[src/bic_pkg.sv]
`timescale 1ns / 1ps
`default_nettype none
// ----------------------------------------------------------------------------
// bic_pkg: shared types and constants of the block bit inversion codec
// Field widths, block size limits, rule codes and register indexes.
// ----------------------------------------------------------------------------
package bic_pkg;

  localparam int MAX_BLOCK = 64;
  localparam int SIZE_W    = 7;   // holds 0..127 as written, 1..MAX_BLOCK in use
  localparam int POS_W     = 6;   // position inside a block, 0..MAX_BLOCK-1
  localparam int CNT_W     = 7;   // zero or one count, 0..MAX_BLOCK
  localparam int DATA_W    = 8;
  localparam int CFG_IDX_W = 2;
  localparam int CFG_DAT_W = 7;

  typedef logic [DATA_W-1:0] byte_t;

  typedef enum logic [1:0] {
    RULE_ALL   = 2'd0,   // invert every bit
    RULE_ODD   = 2'd1,   // invert bits at odd positions
    RULE_THIRD = 2'd2    // invert bits at positions 2, 5, 8, ...
  } rule_t;

  typedef enum logic [CFG_IDX_W-1:0] {
    REG_BLOCK_SIZE = 2'd0,
    REG_DIRECTION  = 2'd1
  } cfg_reg_t;

  localparam logic [SIZE_W-1:0] BLOCK_SIZE_RST = SIZE_W'(4);
  localparam logic              DIRECTION_RST  = 1'b1;
  localparam logic              DIR_DECODE     = 1'b1;

endpackage

`default_nettype wire

[src/bic_if.sv]
`timescale 1ns / 1ps
`default_nettype none
// ----------------------------------------------------------------------------
// bic_if: word channels of the block bit inversion codec
// Input channel carries source bytes, output channel carries encoded or decoded bytes.
// ----------------------------------------------------------------------------
interface bic_in_if
  import bic_pkg::*;
();
  logic  valid;
  logic  ready;
  byte_t data_byte;
  logic  last_byte;

  modport source (output valid, output data_byte, output last_byte, input ready);
  modport sink   (input valid, input data_byte, input last_byte, output ready);
endinterface

interface bic_out_if
  import bic_pkg::*;
();
  logic  valid;
  logic  ready;
  byte_t out_byte;
  logic  out_last;

  modport source (output valid, output out_byte, output out_last, input ready);
  modport sink   (input valid, input out_byte, input out_last, output ready);
endinterface

`default_nettype wire

[src/block_bit_inversion_codec.sv]
`timescale 1ns / 1ps
`default_nettype none
// ----------------------------------------------------------------------------
// block_bit_inversion_codec: per-block bit inversion encoder and decoder
// Codes a byte stream MSB first in blocks, the rule of each block chosen by
// the zero and one counts of the block before it.
// ----------------------------------------------------------------------------
//  Channel   Dir  Handshake        Payload
//  in_ch     in   valid / ready    data_byte[7:0], last_byte
//  out_ch    out  valid / ready    out_byte[7:0], out_last
//  cfg_*     in   cfg_we           cfg_index[1:0], cfg_data[6:0]
//
//  The eight bit steps of the inversion rule run in one combinational pass
//  from the block state registers to the output register, so one word is
//  accepted and one result produced every cycle unless the output stalls.
//  Output valid is registered and rises in the cycle after input acceptance.
//  Reset clears block state and output valid and loads the register defaults.
//  A stalled output word holds; input is taken whenever the output register
//  is empty or is being emptied in the same cycle.
// ----------------------------------------------------------------------------
module block_bit_inversion_codec
  import bic_pkg::*;
(
  input  wire logic                 clk,
  input  wire logic                 rst_n,
  bic_in_if.sink                    in_ch,
  bic_out_if.source                 out_ch,
  input  wire logic                 cfg_we,
  input  wire logic [CFG_IDX_W-1:0] cfg_index,
  input  wire logic [CFG_DAT_W-1:0] cfg_data
);

  logic [SIZE_W-1:0] block_size_r;
  logic              direction_r;

  rule_t             rule_r,  rule_nxt;
  logic [POS_W-1:0]  pos_r,   pos_nxt;
  logic [1:0]        mod3_r,  mod3_nxt;
  logic [CNT_W-1:0]  zc_r,    zc_nxt;
  logic [CNT_W-1:0]  oc_r,    oc_nxt;

  logic              out_valid_r;
  byte_t             out_byte_r, out_byte_nxt;
  logic              out_last_r;

  logic              accept;
  logic [SIZE_W-1:0] size_eff;

  assign in_ch.ready     = !out_valid_r || out_ch.ready;
  assign accept          = in_ch.valid && in_ch.ready;
  assign out_ch.valid    = out_valid_r;
  assign out_ch.out_byte = out_byte_r;
  assign out_ch.out_last = out_last_r;

  // Out-of-range block sizes are clamped to 1..MAX_BLOCK.
  always_comb begin
    if (block_size_r == '0) begin
      size_eff = SIZE_W'(1);
    end else if (block_size_r > SIZE_W'(MAX_BLOCK)) begin
      size_eff = SIZE_W'(MAX_BLOCK);
    end else begin
      size_eff = block_size_r;
    end
  end

  // Eight chained bit steps, MSB first.
  always_comb begin
    rule_t             rule_v;
    logic [SIZE_W-1:0] pos_v;
    logic [1:0]        mod3_v;
    logic [CNT_W-1:0]  zc_v;
    logic [CNT_W-1:0]  oc_v;
    logic              b;
    logic              flip;
    logic              o;
    logic              plain;

    rule_v       = rule_r;
    pos_v        = {1'b0, pos_r};
    mod3_v       = mod3_r;
    zc_v         = zc_r;
    oc_v         = oc_r;
    out_byte_nxt = '0;

    for (int k = DATA_W - 1; k >= 0; k--) begin
      b = in_ch.data_byte[k];
      unique case (rule_v)
        RULE_ALL:   flip = 1'b1;
        RULE_ODD:   flip = pos_v[0];
        RULE_THIRD: flip = (mod3_v == 2'd2);
        default:    flip = (mod3_v == 2'd2);
      endcase
      o               = b ^ flip;
      out_byte_nxt[k] = o;
      plain           = (direction_r == DIR_DECODE) ? o : b;
      if (plain) begin
        oc_v = oc_v + CNT_W'(1);
      end else begin
        zc_v = zc_v + CNT_W'(1);
      end
      pos_v  = pos_v + SIZE_W'(1);
      mod3_v = (mod3_v == 2'd2) ? 2'd0 : mod3_v + 2'd1;

      if (pos_v >= size_eff) begin
        if (zc_v > oc_v) begin
          rule_v = RULE_ODD;
        end else if (zc_v < oc_v) begin
          rule_v = RULE_THIRD;
        end else begin
          rule_v = RULE_ALL;
        end
        pos_v  = '0;
        mod3_v = 2'd0;
        zc_v   = '0;
        oc_v   = '0;
      end
    end

    // The position stays below the block size, so it fits POS_W bits.
    rule_nxt = rule_v;
    pos_nxt  = pos_v[POS_W-1:0];
    mod3_nxt = mod3_v;
    zc_nxt   = zc_v;
    oc_nxt   = oc_v;

    // The last word of a message returns the block state to its start.
    if (in_ch.last_byte) begin
      rule_nxt = RULE_ALL;
      pos_nxt  = '0;
      mod3_nxt = 2'd0;
      zc_nxt   = '0;
      oc_nxt   = '0;
    end
  end

  always_ff @(posedge clk) begin
    if (!rst_n) begin
      block_size_r <= BLOCK_SIZE_RST;
      direction_r  <= DIRECTION_RST;
      rule_r       <= RULE_ALL;
      pos_r        <= '0;
      mod3_r       <= 2'd0;
      zc_r         <= '0;
      oc_r         <= '0;
      out_valid_r  <= 1'b0;
    end else begin
      if (cfg_we) begin
        unique case (cfg_index)
          REG_BLOCK_SIZE: block_size_r <= cfg_data[SIZE_W-1:0];
          REG_DIRECTION:  direction_r  <= cfg_data[0];
          default: ;
        endcase
      end
      if (accept) begin
        rule_r      <= rule_nxt;
        pos_r       <= pos_nxt;
        mod3_r      <= mod3_nxt;
        zc_r        <= zc_nxt;
        oc_r        <= oc_nxt;
        out_valid_r <= 1'b1;
      end else if (out_ch.ready) begin
        out_valid_r <= 1'b0;
      end
    end
  end

  always_ff @(posedge clk) begin
    if (accept) begin
      out_byte_r <= out_byte_nxt;
      out_last_r <= in_ch.last_byte;
    end
  end

endmodule

`default_nettype wire
[src/flat_wrapper.sv]
// flat-port wrapper written by rule: the top's interface ports become plain ports
module block_bit_inversion_codec_flat import bic_pkg::*;
  (clk, rst_n, cfg_we, cfg_index, cfg_data, in_ch_valid, in_ch_data_byte, in_ch_last_byte, in_ch_ready, out_ch_valid, out_ch_out_byte, out_ch_out_last, out_ch_ready);
  bic_in_if in_ch_i ();
  bic_out_if out_ch_i ();
  input  wire logic clk;
  input  wire logic rst_n;
  input  wire logic cfg_we;
  input  wire logic [CFG_IDX_W-1:0] cfg_index;
  input  wire logic [CFG_DAT_W-1:0] cfg_data;
  input wire logic [$bits(in_ch_i.valid)-1:0] in_ch_valid;
  input wire logic [$bits(in_ch_i.data_byte)-1:0] in_ch_data_byte;
  input wire logic [$bits(in_ch_i.last_byte)-1:0] in_ch_last_byte;
  output wire logic [$bits(in_ch_i.ready)-1:0] in_ch_ready;
  output wire logic [$bits(out_ch_i.valid)-1:0] out_ch_valid;
  output wire logic [$bits(out_ch_i.out_byte)-1:0] out_ch_out_byte;
  output wire logic [$bits(out_ch_i.out_last)-1:0] out_ch_out_last;
  input wire logic [$bits(out_ch_i.ready)-1:0] out_ch_ready;
  assign in_ch_i.valid = in_ch_valid;
  assign in_ch_i.data_byte = in_ch_data_byte;
  assign in_ch_i.last_byte = in_ch_last_byte;
  assign in_ch_ready = in_ch_i.ready;
  assign out_ch_valid = out_ch_i.valid;
  assign out_ch_out_byte = out_ch_i.out_byte;
  assign out_ch_out_last = out_ch_i.out_last;
  assign out_ch_i.ready = out_ch_ready;
  block_bit_inversion_codec u_core (.clk(clk), .rst_n(rst_n), .in_ch(in_ch_i), .out_ch(out_ch_i), .cfg_we(cfg_we), .cfg_index(cfg_index), .cfg_data(cfg_data));
endmodule
[config.mk]
export PLATFORM = sky130hd
export DESIGN_NAME = block_bit_inversion_codec_flat
export DESIGN_NICKNAME = d
export VERILOG_FILES = /design/src/bic_pkg.sv /design/src/bic_if.sv /design/src/block_bit_inversion_codec.sv /design/src/flat_wrapper.sv
export SDC_FILE = /design/constraint.sdc
export NUM_CORES = 1
export LEC_CHECK = 0
export BUFFER_PORTS_ARGS = -buffer_cell sky130_fd_sc_hd__buf_4
export CAP_MARGIN = 20
export CORE_ASPECT_RATIO = 0.7
export CORE_MARGIN = 1
export CORE_UTILIZATION = 57
export CTS_CLUSTER_DIAMETER = 30
export DETAILED_ROUTE_END_ITERATION = 8
export MAX_ROUTING_LAYER = met4
export PLACE_DENSITY = 0.74
export SYNTH_ARGS = -nofsm -noshare
export SYNTH_HDL_FRONTEND = slang
export SYNTH_SLANG_ARGS = --single-unit
export TNS_END_PERCENT = 20
[constraint.sdc]
create_clock -name clk -period 74.7 [get_ports clk]
set_input_delay 14.94 -clock clk [delete_from_list [all_inputs] [get_ports clk]]
set_output_delay 14.94 -clock clk [all_outputs]
set_load 0.02 [all_outputs]
# == Word-level counts from Yosys, hierarchy flattened ==
# Index checks and enable logic that the tools add are counted.
# classes
magnitude_cmp,25
reduce_logical,16
add_sub_neg,32
n_eq_ne,17
n_bitwise,8
n_mux,105
# ops
operator,count
$mux W7,43
$add A7 B1 Y7 const B,23
$mux W2,42
$ge A7 B7 Y1,8
$gt A7 B7 Y1,8
$lt A7 B7 Y1,8
$eq A2 B1 Y1 const B,9
$logic_not A2 Y1,9
$add A2 B1 Y2 const B,8
$eq A2 B2 Y1 const B,8
$pmux W1 S2,8
$mux W6,2
$mux W1,10
$xor A1 B1 Y1,8
$add A6 B1 Y7 const B,1
$gt A7 B7 Y1 const B,1
$logic_not A7 Y1,1
$reduce_and A2 Y1,2
$reduce_bool A2 Y1,1
$logic_and A1 B1 Y1,1
$logic_not A1 Y1,1
$logic_or A1 B1 Y1,1
# totals
elab_cells,213
register_bits,42
out_inout_bits,11
input_bits,23

# == Longest topological paths before layout ==
# Gate-level depths: netlist of the first run.
# depth
word_depth,73
ltp_mapped,110
depth_no_buf,105

# == Worst setup path after synthesis of the first run ==
# OpenSTA, ideal clock, no wires.
# synth_timing
path_type,input -> register
start,input port in_ch_data_byte[7]
end,register u_core.rule_r[0]
required_ns,74.572
path_buffers,5
cell_stages,102
setup_ns,0.128
path_slack_ns,38.993
t_arrival_ns,35.579
cell_sequence,buf_2 > inv_1 > o2111ai_4 > buf_4 > and3b_1 > xnor2_1 > inv_1 > ha_1 > nand4_2 > nor3_4 > nand2_1 > o221a_4 > or4_4 > or3_1 > and2_4 > ha_1 > o21ai_0 > nor2_1 > [66 not listed] > o31ai_1 > o31ai_1 > a31oi_1 > nand2_1 > xnor2_1 > inv_1 > or4_1 > xor2_1 > ha_1 > o21a_1 > o21ai_0 > nand2b_1 > a21oi_1 > nor2b_1 > o21ai_0 > nor4_1 > a221oi_1 > nor2_1
# synth_between
elab_chain_len,70
elab_cells_between_ends,120
cone_classes,14 x add/sub; 15 x order compare; 7 x eq/ne; 69 x mux; 8 x bitwise; 7 x reduce/logical
# synth_rtl
item,line,rtl
start: declaration,flat_wrapper.sv:12,input wire logic [$bits(in_ch_i.data_byte)-1:0] in_ch_data_byte;
$xor A1 B1 Y1,block_bit_inversion_codec.sv:93,o = b ^ flip;
$mux W1 *,block_bit_inversion_codec.sv:95,plain = (direction_r == DIR_DECODE) ? o : b;
$mux W7,block_bit_inversion_codec.sv:96,if (plain) begin
$lt A7 B7 Y1,block_bit_inversion_codec.sv:107,end else if (zc_v < oc_v) begin
$mux W2,block_bit_inversion_codec.sv:107,
$mux W2,block_bit_inversion_codec.sv:105,if (zc_v > oc_v) begin
$mux W2,block_bit_inversion_codec.sv:104,if (pos_v >= size_eff) begin
$eq A2 B1 Y1 or $logic_not A2 Y1 (tied branches),block_bit_inversion_codec.sv:87,unique case (rule_v)
[54 not listed],--,
$pmux W1 S2,block_bit_inversion_codec.sv:87,
$xor A1 B1 Y1,block_bit_inversion_codec.sv:93,
$mux W1,block_bit_inversion_codec.sv:95,
$mux W7,block_bit_inversion_codec.sv:96,
$gt A7 B7 Y1,block_bit_inversion_codec.sv:105,
$mux W2,block_bit_inversion_codec.sv:105,
$mux W2 *,block_bit_inversion_codec.sv:104,
$mux W2 *,block_bit_inversion_codec.sv:127,if (in_ch.last_byte) begin
end signal: assignment,block_bit_inversion_codec.sv:155,rule_r <= rule_nxt;
end: declaration,block_bit_inversion_codec.sv:36,"rule_t rule_r, rule_nxt;"
# Every way passes the cells marked *; elsewhere a longest branch is shown, timed or not.
# A chain may end at the register's enable or synchronous reset.

# == Final worst setup path of the first run ==
# Ends and elaborated chain as after synthesis.

==> results.yml, run 1 <==
clock_tree:
  cts_tree: "yes"
  numClockSinks: 42
  clk_pin_slew_ns: 0.08
  cts_setup_buffers: 0
  htreeDepth: 2
  cts_buffer_depth: 2
  cts_root_buf: "clkbuf_16"
  hold_buffers: 0
  numCtsBuffers: 5
  worstSkewPairLatency_ns: 0.31
  cts_resized: 0
job:
  cap_violations: 0
synth:
  yosysSeqAreaShare: 0.0921
  yosysUniqueCellTypes: 135
  synth_ff_type: "dfxtp_1"
  synth_xor_area_frac: 0.0964
  synth_top_area_cell: "ha_1"
  syn_area_per_cell_um2: 7.74
  synth_fa_ha_area_frac: 0.167
  synth_top_area_share: 0.167
  synth.area.mux_share: 0.0346
  synth_edf_count: 9
  synth-compound-area-share: 0.282
  synthCells: 1305
  synth-seq-cells: 42
  yosysMostFrequentCell: "ha_1"
  synthTopCellsByArea: "ha_1, dfxtp_1, xnor2_1, nor2_1, a21oi_1"
  async_reset_ff_frac: 0
  synth_common_cells: "ha_1, nor2_1, nand2_1"
  syn-cell-area_um2: 10100
  synthSimpleGateAreaFrac: 0.277
  yosys_warnings: 0
  syn_nets: 1463
  synth_top_family_by_area: "compound AO/OA/AOI/OAI gates"
drt:
  wl_per_cell_um: 20.7
  wirelength_mm: 31.8
  postRouteAntennaNets: 0
  via_count: 10400
  drt_pass1_iterations: 6
  vias_per_cell: 6.77
  drc_errors: 0
  drt_iter0_drc: 1347
critical_path:
  startpoint_type: "primary input"
  cp_num_buf_inv: 7
  crit_type: "in -> reg"
  rr_worst_depth: 99
  crit_family: "compound AO/OA/AOI/OAI gates"
  worst_path_max_delay_cell: "o21ai_0"
  crit_path_end_kind: "flip-flop"
  cp.depth: 100
  worstPathMaxFanout: 15
  critPathMaxStageDelay_ns: 0.69
  critPathMostFrequentCell: "o21ai_0"
  cp_data_arrival_time_ns: 39.31
  cp.required_ns: 74.89
finish:
  antenna_cells: 0
  drive_gt1_frac: 0.127
  finalNetCount: 1461
  areaGrowthSynthToFinish_pct: 5.71
place:
  place.detailed.hpwl_mm: 25.0
  globalplace.congestion: 1.00
  port_buffers: 33
timing:
  relSlewSlack: 0.422
  clock_skew_ns: 0.0103
  maxSlewViolCount: 0
  hold_viol_final: 0
  period_needed_ns: 39.13
  min_period_over_period: 0.524
  final.setup.tns_ns: 0
  max_slew.worst_pin.slew_ns: 0.867
  rsz0062_at_grt: "no"
  setup_viol: 0
  fmax_mhz: 25.6
global_route:
  grt_pass1_wl_mm: 50.7
  gr-total-overflow: 0
  grt_pass1_vias: 9171
  antenna_found_initial: 0
  grt.total_usage: 0.361
  grt_start_max_net_pins: 34
floorplan:
  die_y_um: 113
  die_w_um: 161
  pin_count: 34
  coreArea_um2: 17300
  start_util: 0.585
  rows: 40
  dieArea_um2: 18300
outcome:
  status: "complete, no violations"
worst_hold_path:
  hold_class: "reg -> reg"
  hold-path-cell-count: 2
## tightest hold or removal path: cells and delay by family, from the launching register on
kind	cells	cell delay (ns)
AO/OA/AOI/OAI	1	0.05
flip-flops	1	0.33
AND/OR/NAND/NOR	1	0.06
## cells in the final DEF (no fill, tap or decap), types with 15 or more instances in the layout
| cell | n |
|---|---|
| nor2b_1 | 15 |
| o21ai_0 | 53 |
| a21oi_1 | 74 |
| xor2_1 | 33 |
| and2_1 | 25 |
| buf_4 | 48 |
| a21o_1 | 26 |
| nand4_1 | 29 |
| dfxtp_1 | 33 |
| ha_1 | 135 |
| a31oi_1 | 18 |
| inv_1 | 59 |
| nand3_1 | 44 |
| mux2i_1 | 27 |
| nor2_1 | 124 |
| nand2b_1 | 22 |
| nor3_1 | 26 |
| xnor2_1 | 55 |
| nand2_1 | 88 |
## per-layer routing
| metal | vias up | track usage | part of all wire |
|---|---|---|---|
| li1 | 4959 | - | - |
| met1 | 4819 | 0.548 | 0.48 |
| met2 | 589 | 0.486 | 0.39 |
| met3 | 31 | 0.0687 | 0.12 |
| met4 | 0 | 0.0629 | 0.012 |
| met5 | - | - | 0 |
## flip-flops by register name, summed over array words and instances, names as in the netlist
signal,flops
u_core.mod3_r,2
u_core.zc_r,7
u_core.out_ch.out_byte,8
u_core.rule_r,2
u_core.pos_r,6
u_core.oc_r,7
u_core.direction_r,1
u_core.block_size_r,7
u_core.out_ch.valid,1
u_core.out_ch.out_last,1
## cells by family after synthesis
| logic type | after synthesis |
|---|---|
| buffers and inverters | 123 |
| multiplexers | 33 |
| adder cells (fa/ha/maj) | 135 |
| AND/OR/NAND/NOR | 504 |
| XOR/XNOR | 98 |
| flip-flops | 42 |
| AO/OA/AOI/OAI | 370 |
## layout make-up
type | instances | area [µm²]
repair buffers | 48 | 360
multi-input cells | 1140 | 8680
inverters | 66 | 248
flip-flops and latches | 42 | 931
clock inverters | 3 | 47.5
well taps | 231 | 289
clock buffers | 5 | 125
fillers | 1534 | 6590
## path summary, 6_finish.rpt
path	endpoint	startpoint	slack, ns
setup / recovery	u_core.rule_r[0]	in_ch_data_byte[7]	35.57
hold / removal	u_core.zc_r[6]	u_core.zc_r[6]	0.48
setup reg to reg	u_core.rule_r[0]	u_core.pos_r[0]	49.25
hold reg to reg	u_core.zc_r[6]	u_core.zc_r[6]	0.48
## metrics by stage
| stage | area (µm²) | setup WS, ns | std cells | hold slack, ns | util |
|---|---|---|---|---|---|
| 2_1_floorplan | 10100 | 38.99 | 1305 | 0.450 | - |
| 3_3_place_gp | 10500 | 36.79 | 1527 | 0.466 | 0.608 |
| 3_5_place_dp | 10500 | 35.98 | 1527 | 0.473 | 0.608 |
| 4_1_cts | 10700 | 36.24 | 1535 | 0.484 | 0.618 |
| 5_1_grt | 10700 | 33.78 | 1535 | 0.512 | 0.618 |
| 6_report | 10700 | 35.57 | 1535 | 0.483 | 0.618 |
Power of run 1 is not shown: default switching activity piles up to over one toggle a cycle in this logic, so the estimate is an artifact.
==> inputs of run 2 (changes only) <==
==> constraint.sdc (replaced) <==
create_clock -name clk -period 37.7 [get_ports clk]
set_input_delay 7.54 -clock clk [delete_from_list [all_inputs] [get_ports clk]]
set_output_delay 7.54 -clock clk [all_outputs]
set_load 0.02 [all_outputs]
==> results.yml, run 2 (synthesis results as in run 1) <==
critical_path:
  critPathMostFrequentCell: "o21ai_0"
  crit_path_end_kind: "flip-flop"
  startpoint_type: "primary input"
  cp_data_arrival_time_ns: 31.93
  critPathMaxStageDelay_ns: 0.69
  crit_type: "in -> reg"
  worstPathMaxFanout: 15
  worst_path_max_delay_cell: "o21ai_0"
  cp.required_ns: 37.88
floorplan:
  pin_count: 34
  die_w_um: 161
  die_y_um: 113
  dieArea_um2: 18300
  start_util: 0.585
  rows: 40
  coreArea_um2: 17300
clock_tree:
  htreeDepth: 2
  cts_setup_buffers: 0
  cts_buffer_depth: 2
  worstSkewPairLatency_ns: 0.31
  hold_buffers: 0
  numClockSinks: 42
  cts_tree: "yes"
  cts_root_buf: "clkbuf_16"
  cts_resized: 0
  clk_pin_slew_ns: 0.08
  numCtsBuffers: 5
finish:
  antenna_cells: 0
  finalNetCount: 1461
  register_area_um2: 931
  areaGrowthSynthToFinish_pct: 5.45
  largest_reg_flops: 8
  final_common_cell: "ha_1"
  nFillCells: 1624
  drive_gt1_frac: 0.127
  multi_input_area_um2: 8680
  final_cell_mix: "ha_1, nor2_1, nand2_1"
global_route:
  grt_pass1_vias: 9167
  grt.total_usage: 0.361
  antenna_found_initial: 0
  grt_start_max_net_pins: 34
  grt_pass1_wl_mm: 50.5
  gr-total-overflow: 0
outcome:
  status: "complete, no violations"
timing:
  max_slew.worst_pin.slew_ns: 0.917
  maxSlewViolCount: 0
  clock_skew_ns: 0.0111
  final.setup.tns_ns: 0
  rsz0062_at_grt: "no"
  min_period_over_period: 0.842
  setup_viol: 0
  fmax_mhz: 31.5
  period_needed_ns: 31.75
  relSlewSlack: 0.388
  hold_viol_final: 0
drt:
  drt_pass1_iterations: 5
  highest_layer: "met4"
  wl_per_cell_um: 21.0
  wirelength_mm: 32.2
  postRouteAntennaNets: 0
  drt_iter0_drc: 1305
  wl_met3_mm: 3.79
  via_count: 10400
  vias_per_cell: 6.79
  met1_length_mm: 15.5
  wl_met2_mm: 12.3
  drc_errors: 0
place:
  place.detailed.hpwl_mm: 25.3
  port_buffers: 33
  globalplace.congestion: 1.02
job:
  cap_violations: 0
worst_hold_path:
  hold_class: "reg -> reg"
[run 2: cell count changes in the layout (fill, tap and decap cells not counted), sizes merged]
cell / previous run / this run
clkinvlp: 0 / 1
clkinv: 1 / 3
inv: 67 / 65
bufinv: 1 / 0
[run 2: area by class of cell]
class,count,share of cell area
multi-input cells,1140,0.815
flip-flops and latches,42,0.0874
repair buffers,48,0.0338
well taps,231,0.0271
inverters,66,0.0233
clock buffers,5,0.0117
clock inverters,3,0.00200
[run 2: critical path: cells and delay by family]
| kind | cells | cell delay [ns] |
|---|---|---|
| XOR/XNOR | 8 | 2.75 |
| AND/OR/NAND/NOR | 40 | 9.45 |
| adder cells (fa/ha/maj) | 8 | 2.51 |
| AO/OA/AOI/OAI | 37 | 8.74 |
| buffers and inverters | 7 | 0.89 |
[run 2: metrics by stage]
step	util	instance area, µm²	hold slack [ns]	std cells	setup slack, ns
2_1_floorplan	-	10100	0.450	1305	9.39
3_3_place_gp	0.608	10500	0.467	1527	7.23
3_5_place_dp	0.608	10500	0.471	1527	6.36
4_1_cts	0.617	10700	0.488	1535	6.64
5_1_grt	0.617	10700	0.509	1535	4.28
6_report	0.617	10700	0.485	1535	5.95
[run 2: path summary, 6_finish.rpt]
path,from,end,slack [ns],cells past startpoint
setup / recovery,in_ch_data_byte[7],u_core.rule_r[0],5.95,100
setup reg to reg,u_core.pos_r[0],u_core.rule_r[0],12.23,99
hold reg to reg,u_core.zc_r[6],u_core.zc_r[6],0.48,2
hold / removal,u_core.zc_r[6],u_core.zc_r[6],0.48,2
[run 2: routing by layer]
metal	GRT usage	vias to the layer above
met3	0.0742	37
met4	0.0811	0
li1	-	4954
met1	0.543	4869
met2	0.482	560
met5	-	-
Power of run 2 is left out for the same reason.
==> inputs of run 3 (changes only) <==
==> constraint.sdc (replaced) <==
create_clock -name clk -period 32.8 [get_ports clk]
set_input_delay 6.56 -clock clk [delete_from_list [all_inputs] [get_ports clk]]
set_output_delay 6.56 -clock clk [all_outputs]
set_load 0.02 [all_outputs]
==> results.yml, run 3 (synthesis results as in run 1) <==
critical_path:
  cp.required_ns: 32.99
  rr_worst_depth: 100
  setup.worst_path.start: "in_ch_data_byte[7]"
  startpoint_type: "primary input"
  reg2reg_from: "u_core.pos_r[0]"
  cp_data_arrival_time_ns: 31.00
  r2r_slack_ns: 7.33
  critPathMostFrequentCell: "o21ai_0"
  worstPathMaxFanout: 15
  critPathMaxStageDelay_ns: 0.65
  crit_type: "in -> reg"
  timing.rr.end: "u_core.rule_r[0]"
  worst_path_max_delay_cell: "o21ai_0"
  crit_path_end_kind: "flip-flop"
finish:
  antenna_cells: 0
  register_area_um2: 931
  areaGrowthSynthToFinish_pct: 5.45
  largest_reg_flops: 8
  final_common_cell: "ha_1"
  final_cell_mix: "ha_1, nor2_1, nand2_1"
  multi_input_area_um2: 8680
  nFillCells: 1615
  finalNetCount: 1461
  drive_gt1_frac: 0.127
  fin_cells: 1535
global_route:
  grt_pass1_vias: 9342
  gr-total-overflow: 0
  grt.total_usage: 0.365
  grt_pass1_wl_mm: 51.4
  antenna_found_initial: 0
  grt_start_max_net_pins: 34
timing:
  relSlewSlack: 0.413
  fin_ws_ns: 1.99
  rsz0062_at_grt: "no"
  fmax_mhz: 32.5
  period_needed_ns: 30.81
  hold_viol_final: 0
  setup_viol: 0
  max_slew.worst_pin.slew_ns: 0.879
  maxSlewViolCount: 0
  min_period_over_period: 0.939
  final.setup.tns_ns: 0
  clock_skew_ns: 0.0104
place:
  place_ws_ns: 2.40
  place.detailed.hpwl_mm: 25.3
  globalplace.congestion: 1.01
  dpl.cell_count: 1527
  port_buffers: 33
drt:
  postRouteAntennaNets: 0
  drt_pass1_iterations: 6
  drt_iter0_drc: 1504
  drc_errors: 0
  wl_per_cell_um: 21.1
  wirelength_mm: 32.3
  vias_per_cell: 6.76
  via_count: 10400
floorplan:
  die_w_um: 161
  start_util: 0.585
  pin_count: 34
  die_y_um: 113
  dieArea_um2: 18300
  coreArea_um2: 17300
  rows: 40
clock_tree:
  numClockSinks: 42
  cts_buffer_depth: 2
  htreeDepth: 2
  numCtsBuffers: 5
  cts_root_buf: "clkbuf_16"
  hold_buffers: 0
  cts_resized: 0
  worstSkewPairLatency_ns: 0.31
  clk_pin_slew_ns: 0.08
  cts_tree: "yes"
  cts_setup_buffers: 0
job:
  cap_violations: 0
worst_hold_path:
  hold_class: "reg -> reg"
  holdCritStartpoint: "u_core.oc_r[6]"
  hold_end: "u_core.oc_r[6]"
  hold-path-cell-count: 2
outcome:
  status: "complete, no violations"
==> run 3: cell counts in the layout (fill, tap and decap cells not counted) <==
No cell type changed its count.
==> run 3: layer usage <==
metal	wire (µm)	vias to the layer above	track usage
li1	-	4936	-
met1	15900	4850	0.550
met2	12400	549	0.490
met3	3500	35	0.0684
met4	473	0	0.0805
met5	0	-	-
==> run 3: worst max-delay path by stage <==
stage / to / cells after the start
after global routing: u_core.rule_r[0] / 100
after CTS: u_core.rule_r[0] / 100
after global placement: u_core.rule_r[0] / 99
final: u_core.rule_r[0] / 101
after floorplan: u_core.rule_r[0] / 102
after detailed placement: u_core.rule_r[0] / 100
==> run 3: worst max-delay path, delay by kind of cell <==
family | cells | cell delay, ns
compound gates | 38 | 8.94
simple gates | 41 | 9.36
xor+xnor | 8 | 2.76
buf+inv | 6 | 0.83
fa+ha+maj | 8 | 2.51
==> run 3: final cells by class <==
type | count | area share
Clock buffer | 5 | 0.0117
Clock inverter | 3 | 0.00200
Inverter | 66 | 0.0233
Timing Repair Buffer | 48 | 0.0338
Tap cell | 231 | 0.0271
Sequential cell | 42 | 0.0874
Multi-Input combinational cell | 1140 | 0.815
==> run 3: stage by stage <==
| step | hold slack, ns | util | instance area, µm² |
|---|---|---|---|
| after CTS | 0.498 | 0.617 | 10700 |
| final | 0.497 | 0.617 | 10700 |
| after floorplan | 0.450 | - | 10100 |
| after global placement | 0.466 | 0.608 | 10500 |
| after global routing | 0.536 | 0.617 | 10700 |
| after detailed placement | 0.486 | 0.608 | 10500 |
Power of run 3 is left out for the same reason.
